--- src/rtl/cdq_pkg.sv ---
// ----------------------------------------------------------------------------
// cdq_pkg: shared types and constants of the circular array deque
// Sizes, command and status codes, and the control group that drives a cell.
// ----------------------------------------------------------------------------
`default_nettype none

package cdq_pkg;

   // Number of cells and width of a stored word.
   localparam int DEPTH      = 16;
   localparam int WORD_WIDTH = 32;

   // Widths of the request and response fields.
   localparam int DATA_W = 32;
   localparam int CMD_W  = 2;
   localparam int STAT_W = 2;
   localparam int OCC_W  = 5;

   // A cell keeps only the bits that can reach the response.
   localparam int CELL_W = (WORD_WIDTH < DATA_W) ? WORD_WIDTH : DATA_W;

   // The occupancy counter has to hold DEPTH itself.
   localparam int CNT_W = $clog2(DEPTH + 1);

   typedef enum logic [CMD_W-1:0] {
      CMD_PUSH_HEAD = 2'd0,
      CMD_PUSH_TAIL = 2'd1,
      CMD_POP_HEAD  = 2'd2,
      CMD_POP_TAIL  = 2'd3
   } cmd_type;

   typedef enum logic [STAT_W-1:0] {
      ST_DONE      = 2'd0,
      ST_OVERFLOW  = 2'd1,
      ST_UNDERFLOW = 2'd2
   } status_type;

   // Per-cell control for one cycle.
   typedef struct packed {
      logic from_left;   // take the word of the cell toward the head
      logic from_right;  // take the word of the cell toward the tail
      logic load;        // take the request word
      logic rd_sel;      // drive the stored word onto the read bus
   } cell_ctl_type;

endpackage

`default_nettype wire

--- src/rtl/cdq_cell.sv ---
// ----------------------------------------------------------------------------
// cdq_cell: one storage cell of the deque chain
// Holds one word and takes a neighbor's word, the request word, or its own.
// ----------------------------------------------------------------------------
`default_nettype none

module cdq_cell
   import cdq_pkg::*;
(
   input  wire logic              clock,
   input  wire cell_ctl_type      ctl,
   input  wire logic [CELL_W-1:0] left_word,
   input  wire logic [CELL_W-1:0] right_word,
   input  wire logic [CELL_W-1:0] load_word,
   output logic      [CELL_W-1:0] word,
   output logic      [CELL_W-1:0] rd_word
);

   logic [CELL_W-1:0] word_ff;
   logic [CELL_W-1:0] word_in;

   always_comb begin
      if (ctl.from_left) begin
         word_in = left_word;
      end else if (ctl.from_right) begin
         word_in = right_word;
      end else if (ctl.load) begin
         word_in = load_word;
      end else begin
         word_in = word_ff;
      end
   end

   always_ff @(posedge clock) begin
      word_ff <= word_in;
   end

   assign word    = word_ff;
   assign rd_word = ctl.rd_sel ? word_ff : '0;

endmodule

`default_nettype wire

--- src/rtl/circular_array_deque.sv ---
// ----------------------------------------------------------------------------
// circular_array_deque: double-ended queue built as a chain of word cells
// Insert and remove at either end; every command answers with one response.
// ----------------------------------------------------------------------------
//
//   Channel    | Handshake              | Payload
//   -----------+------------------------+----------------------------------
//   request    | start in, busy out     | req_cmd, req_data_in
//   response   | rsp_strobe out         | rsp_data_out, rsp_status,
//              |                        | rsp_now_empty, rsp_now_full,
//              |                        | rsp_occupancy
//
// A command is taken at a rising edge with start high and busy low. Its
// response appears on the rsp_ ports for exactly one cycle, the cycle right
// after the command was taken, with rsp_strobe high. Every cell computes
// its next word from its two neighbors in the same cycle, so a command can
// follow in every cycle outside reset.
// Reset is synchronous and active high; busy is high while reset is high.
// Reset empties the deque; the words in the cells are left as they were.
// The receiver has no way to stall a response, and the block needs none.
//
// The deque is held head-aligned: cell 0 always has the head word and cell
// count-1 has the tail word. An insert at the head shifts every cell one
// place toward the tail; a removal at the head shifts one place back. An
// insert at the tail loads only the cell at position count, and a removal
// at the tail just lowers the count. Removals read through a one-hot read
// bus that the selected cell drives.
// ----------------------------------------------------------------------------
`default_nettype none

module circular_array_deque
   import cdq_pkg::*;
(
   input  wire logic              clock,
   input  wire logic              reset,
   input  wire logic              start,
   output logic                   busy,
   input  wire logic [CMD_W-1:0]  req_cmd,
   input  wire logic [DATA_W-1:0] req_data_in,
   output logic                   rsp_strobe,
   output logic [DATA_W-1:0]      rsp_data_out,
   output logic [STAT_W-1:0]      rsp_status,
   output logic                   rsp_now_empty,
   output logic                   rsp_now_full,
   output logic [OCC_W-1:0]       rsp_occupancy
);

   // Registers.
   logic [CNT_W-1:0]  count_ff, count_in;
   logic              strobe_ff, strobe_in;
   logic [DATA_W-1:0] data_out_ff, data_out_in;
   status_type        status_ff, status_in;

   // Decode of the command taken in this cycle.
   logic       accept;
   cmd_type    cmd;
   logic       is_full;
   logic       is_empty;
   logic       do_push_head;
   logic       do_push_tail;
   logic       do_pop_head;
   logic       do_pop_tail;
   logic [CNT_W-1:0] tail_pos;

   // Cell chain wiring.
   logic [CELL_W-1:0] req_word;
   cell_ctl_type      cell_ctl  [DEPTH];
   logic [CELL_W-1:0] cell_word [DEPTH];
   logic [CELL_W-1:0] cell_rd   [DEPTH];
   logic [CELL_W-1:0] rd_bus;
   logic [DATA_W-1:0] rd_ext;

   // The block can take a command in every cycle outside reset.
   assign busy = reset;

   assign accept   = start & ~busy;
   assign cmd      = cmd_type'(req_cmd);
   assign is_full  = (count_ff == CNT_W'(DEPTH));
   assign is_empty = (count_ff == '0);
   assign tail_pos = count_ff - CNT_W'(1);
   assign req_word = req_data_in[CELL_W-1:0];

   assign do_push_head = accept & (cmd == CMD_PUSH_HEAD) & ~is_full;
   assign do_push_tail = accept & (cmd == CMD_PUSH_TAIL) & ~is_full;
   assign do_pop_head  = accept & (cmd == CMD_POP_HEAD)  & ~is_empty;
   assign do_pop_tail  = accept & (cmd == CMD_POP_TAIL)  & ~is_empty;

   // The chain. Cell 0 sees the request word as its head-side neighbor so a
   // head insert is a plain shift; the last cell sees itself on the far side.
   for (genvar i = 0; i < DEPTH; i++) begin : g_cell
      logic [CELL_W-1:0] left_word;
      logic [CELL_W-1:0] right_word;

      if (i == 0) begin : g_first
         assign left_word = req_word;
      end else begin : g_inner_left
         assign left_word = cell_word[i-1];
      end

      if (i == DEPTH - 1) begin : g_last
         assign right_word = cell_word[i];
      end else begin : g_inner_right
         assign right_word = cell_word[i+1];
      end

      assign cell_ctl[i].from_left  = do_push_head;
      assign cell_ctl[i].from_right = do_pop_head;
      assign cell_ctl[i].load       = do_push_tail & (count_ff == CNT_W'(i));
      assign cell_ctl[i].rd_sel     = (do_pop_head & (i == 0)) |
                                      (do_pop_tail & (tail_pos == CNT_W'(i)));

      cdq_cell u_cell (
         .clock      (clock),
         .ctl        (cell_ctl[i]),
         .left_word  (left_word),
         .right_word (right_word),
         .load_word  (req_word),
         .word       (cell_word[i]),
         .rd_word    (cell_rd[i])
      );
   end

   // At most one cell drives the read bus, so the others add zeros.
   always_comb begin
      rd_bus = '0;
      for (int j = 0; j < DEPTH; j++) begin
         rd_bus = rd_bus | cell_rd[j];
      end
   end

   if (CELL_W == DATA_W) begin : g_rd_full
      assign rd_ext = rd_bus;
   end else begin : g_rd_pad
      assign rd_ext = {(DATA_W - CELL_W)'(0), rd_bus};
   end

   // Next state and response.
   always_comb begin
      count_in    = count_ff;
      strobe_in   = accept;
      data_out_in = data_out_ff;
      status_in   = status_ff;
      if (accept) begin
         data_out_in = rd_ext;
         status_in   = ST_DONE;
         case (cmd)
            CMD_PUSH_HEAD, CMD_PUSH_TAIL: begin
               if (is_full) begin
                  status_in = ST_OVERFLOW;
               end else begin
                  count_in = count_ff + CNT_W'(1);
               end
            end
            CMD_POP_HEAD, CMD_POP_TAIL: begin
               if (is_empty) begin
                  status_in = ST_UNDERFLOW;
               end else begin
                  count_in = count_ff - CNT_W'(1);
               end
            end
            default: begin
               status_in = ST_DONE;
            end
         endcase
      end
   end

   always_ff @(posedge clock) begin
      if (reset) begin
         count_ff  <= '0;
         strobe_ff <= 1'b0;
      end else begin
         count_ff  <= count_in;
         strobe_ff <= strobe_in;
      end
      data_out_ff <= data_out_in;
      status_ff   <= status_in;
   end

   // The flags follow the count, which has already taken the command.
   assign rsp_strobe    = strobe_ff;
   assign rsp_data_out  = data_out_ff;
   assign rsp_status    = status_ff;
   assign rsp_now_empty = (count_ff == '0);
   assign rsp_now_full  = (count_ff == CNT_W'(DEPTH));

   // Occupancy is reported in a fixed five bits and wraps for deep chains.
   if (CNT_W >= OCC_W) begin : g_occ_cut
      assign rsp_occupancy = count_ff[OCC_W-1:0];
   end else begin : g_occ_pad
      assign rsp_occupancy = {(OCC_W - CNT_W)'(0), count_ff};
   end

endmodule

`default_nettype wire

--- config.mk ---
export PLATFORM = sky130hd
export DESIGN_NAME = circular_array_deque
export DESIGN_NICKNAME = d
export VERILOG_FILES = /design/src/rtl/cdq_pkg.sv /design/src/rtl/cdq_cell.sv /design/src/rtl/circular_array_deque.sv
export SDC_FILE = /design/constraint.sdc
export NUM_CORES = 1
export LEC_CHECK = 0
export BUFFER_PORTS_ARGS = -buffer_cell sky130_fd_sc_hd__buf_4
export CAP_MARGIN = 20
export CORE_ASPECT_RATIO = 1.4
export CORE_MARGIN = 2
export CORE_UTILIZATION = 40
export CTS_CLUSTER_SIZE = 20
export DETAILED_ROUTE_END_ITERATION = 16
export SYNTH_ARGS = -nofsm -noshare
export SYNTH_HDL_FRONTEND = slang
export SYNTH_SLANG_ARGS = --single-unit
--- constraint.sdc ---
create_clock -name clock -period 7.6 [get_ports clock]
set_clock_uncertainty 0.05 [all_clocks]
set_input_delay 0.76 -clock clock [delete_from_list [all_inputs] [get_ports clock]]
set_output_delay 0.76 -clock clock [all_outputs]
set_load 0.005 [all_outputs]
==> impl_results.md <==
- Yosys warning total: 0
- Total grt overflow: 0
- RSZ-0062 raised after global routing: no
- Most frequent CP cell: buf_4
- Worst Hold Slack: 0.341 ns
- Yosys cell types: between 60 and 70
- Worst setup EP type: flop
- Global-route wire length before repair: 148 mm
- Asr flop ratio synth: 0%
- Clock Tree Root: clkbuf_16
- Worst Tran Pin Value: 1.31 ns
- Die width: 227 µm
- Core area: roughly 69000 µm²
- Gr usage total: between 20 and 30%
- Initial Util: between 40% and 50%
- Worst skew pair latency: 0.61 ns
- Sw frac: 27.1%
- Post-DR vias/cell: approximately 7.4
- Static leakage: slightly above 0.01 µW
- Cts repair resizes: 0
- Num CTS Buffers: 52
- Hold Path Class: in2reg
- Hold endpoint: rsp_occupancy[4]$_SDFFE_PP0P_
- Final core utilization: 44.9%
- Switching pwr: around 1900 µW
- Die ar.: 72000 µm²
- DRC: 0
- Post-CTS Hold Buffers: 0
- Seq cells post-synth: 552
- Commonest non-fill, non-tap cells in the layout: edfxtp_1 (546), a221o_1 (456), nand2_1 (243)
- Final Hold Viols: 0
- CP bufs+invs: 4
- Hold Crit Depth: 2
- DR vias: 21800
- CP Launch Type: flop
- Syn Inst Count: ~2100
- Pwr Density: 229 nW/µm²
- Largest net degree at the start of global routing: 262
- TritonCTS clock tree: yes
- Vias in the first global route: ~21000
- Detailed Place HPWL: 59.0 mm
- Setup_tns: 0 ns
- NumNets Final: slightly above 2000
- Final wirelength: 103 mm
- Ys flop type: edfxtp_1
- CP max FO: 40
- CP cell instances: inv_1 > ha_4 > buf_4 > nor2_1 > buf_4 > a32oi_1 > nor3_4 > buf_4 > a22oi_1 > and3_1 > nand4_1
- Worst endpoint data arrival time: roughly 5.0 ns
- Required @ worst endpoint: roughly 8.0 ns
- Clk sink count: 552
- Worst slew margin: 12.5%
- Critical R2R Launch: rsp_occupancy[0]$_SDFFE_PP0P_
- Comb power frac: 13.7%
- Boundary Pins: 80
- Hold path startpoint: reset
- Maxcap violations: 0
- R2R setup slack: 3.03 ns
- Gp weighted congestion: 0.846
- Synth Area per Inst: 13.6 µm²
- Share of layout cells above drive strength 1: 15.6%
- Port Buffers: 79
- Most common cell after layout, fill and taps aside: edfxtp_1
- Crit share post-route: 60.1%
- Worst R2R End: rsp_data_out[19]$_DFFE_PN_
- Max Freq: 0.219 GHz
- Flop pwr share: approximately 50%
- Final Max Tran Viols: 0
- Clock share of power: 35.1%
- Row cnt: 114
- Register area share after synthesis: 59.1%
- Crit-path max cell delay: 1.09 ns
- DR pass1 iterations: 7
- Pre-CTS setup slack: 2.87 ns
- Int Pwr: 5170 µW
- # Post-CTS Setup Buffers: 0
- CP top delay family: simple AND/OR/NAND/NOR gates
- Status: complete, no violations
- Initial drt markers: between 3000 and 4000
- Clock Tree Buf Depth: 3
- Post-route setup slack: 3.03 ns
- Clk slew on worst S/H paths: 0.07 ns
- Area delta synth->final: 11.0%
- Worst VDD drop: 150 µV
- Tot Pwr: ~7100 µW
- H-tree levels: 2
- Post-Syn Area: 27900 µm²
- Die Height: 317 µm
- Fin crit period: 4.57 ns
- Wire per inst: 34.7 µm
- Post-synth EDFFs: 546
- Post-synth net total: 2106
- Setup Viol. Count Final: 0
- CP Class: reg2reg
- Slowest cell on crit path: nor3_4
- Routed Antenna Nets: 0
- Antenna violations before repair: 0
- R2R depth: 11
## power by group through the flow
stage               Sequential (µW)  Clock, µW  Combinational (µW)
detailed placement             3690          0                 950
floorplan                      3650          0                 636
finish                         3630       2490                 970
global route                   3640       2600                1020
global placement               3690          0                 929
CTS                            3630       2500                 954
## worst reg2reg max path, stage by stage, from the launching register on
cell and delay [ns]:
dfxtp_1 0.61, inv_1 0.22, ha_4 0.22, buf_4 0.32, nor2_1 0.22, buf_4 0.24, a32oi_1 0.28, nor3_4 1.09
buf_4 0.62, a22oi_1 0.19, and3_1 0.24, nand4_1 0.12
## stage by stage
stage,instance area (µm²),std cells
finish,31000,2969
global route,31000,2968
global placement,29400,2871
detailed placement,29500,2872
CTS,31000,2966
floorplan,27900,2062
## area by class of cell
class,count,area [µm²]
Antenna cell,1,2.50
Clock buffer,62,1360
Clock inverter,32,148
Fill cell,6259,38000
Inverter,12,45.0
Multi-Input combinational cell,1246,10700
Sequential cell,552,16500
Tap cell,928,1160
Timing Repair Buffer,136,1090
## metal layers
| layer | global-route usage (%) | share of wire [%] | vias to the layer above |
|---|---|---|---|
| met5 | 0 | 0 | - |
| met4 | 18.0 | 7.4 | 0 |
| met3 | 4.35 | 11 | 409 |
| met2 | 43.3 | 46 | 1697 |
| met1 | 36.9 | 36 | 11000 |
| li1 | - | - | 8730 |
## state kept, by name, summed over array words and instances, names as in the netlist
signal              flops
rsp_data_out           32
rsp_status              2
rsp_occupancy           5
g_cell.u_cell.word    512
rsp_strobe              1
## how the worst max path moves through the flow
stage	from	cells past startpoint	endpoint
6_report	rsp_occupancy[0]$_SDFFE_PP0P_	11	rsp_data_out[19]$_DFFE_PN_
5_1_grt	rsp_occupancy[0]$_SDFFE_PP0P_	12	g_cell[3].u_cell.word[24]$_DFFE_PP_
4_1_cts	rsp_occupancy[0]$_SDFFE_PP0P_	12	g_cell[4].u_cell.word[31]$_DFFE_PP_
3_5_place_dp	rsp_occupancy[0]$_SDFFE_PP0P_	12	g_cell[4].u_cell.word[20]$_DFFE_PP_
3_3_place_gp	rsp_occupancy[0]$_SDFFE_PP0P_	12	g_cell[4].u_cell.word[20]$_DFFE_PP_
2_1_floorplan	rsp_occupancy[3]$_SDFFE_PP0P_	6	g_cell[10].u_cell.word[0]$_DFFE_PP_
## cells by family after synthesis
logic type | after synthesis | share of synthesized area, %
multiplexers | 83 | 5.61
AO/OA/AOI/OAI | 719 | 23.6
AND/OR/NAND/NOR | 430 | 7.31
XOR/XNOR | 7 | 0.219
adder cells (fa/ha/maj) | 7 | 0.313
flip-flops | 552 | 59.1
buffers and inverters | 264 | 3.90
## synthesized netlist by cell type (18+ instances only)
| library cell | n | area share [%] |
|---|---|---|
| and3_1 | 53 | 1.2 |
| nand2_1 | 243 | 3.3 |
| a22oi_1 | 103 | 2.8 |
| nand3_1 | 23 | 0.41 |
| a22o_1 | 18 | 0.56 |
| mux4_2 | 58 | 4.7 |
| a221o_1 | 456 | 16 |
| clkbuf_1 | 197 | 2.6 |
| o21ai_0 | 29 | 0.52 |
| nand4_1 | 18 | 0.40 |
| buf_2 | 43 | 0.77 |
| edfxtp_1 | 546 | 59 |
| nor2_1 | 32 | 0.43 |
| a222oi_1 | 24 | 0.86 |
Power figures use the tool's default switching activity.
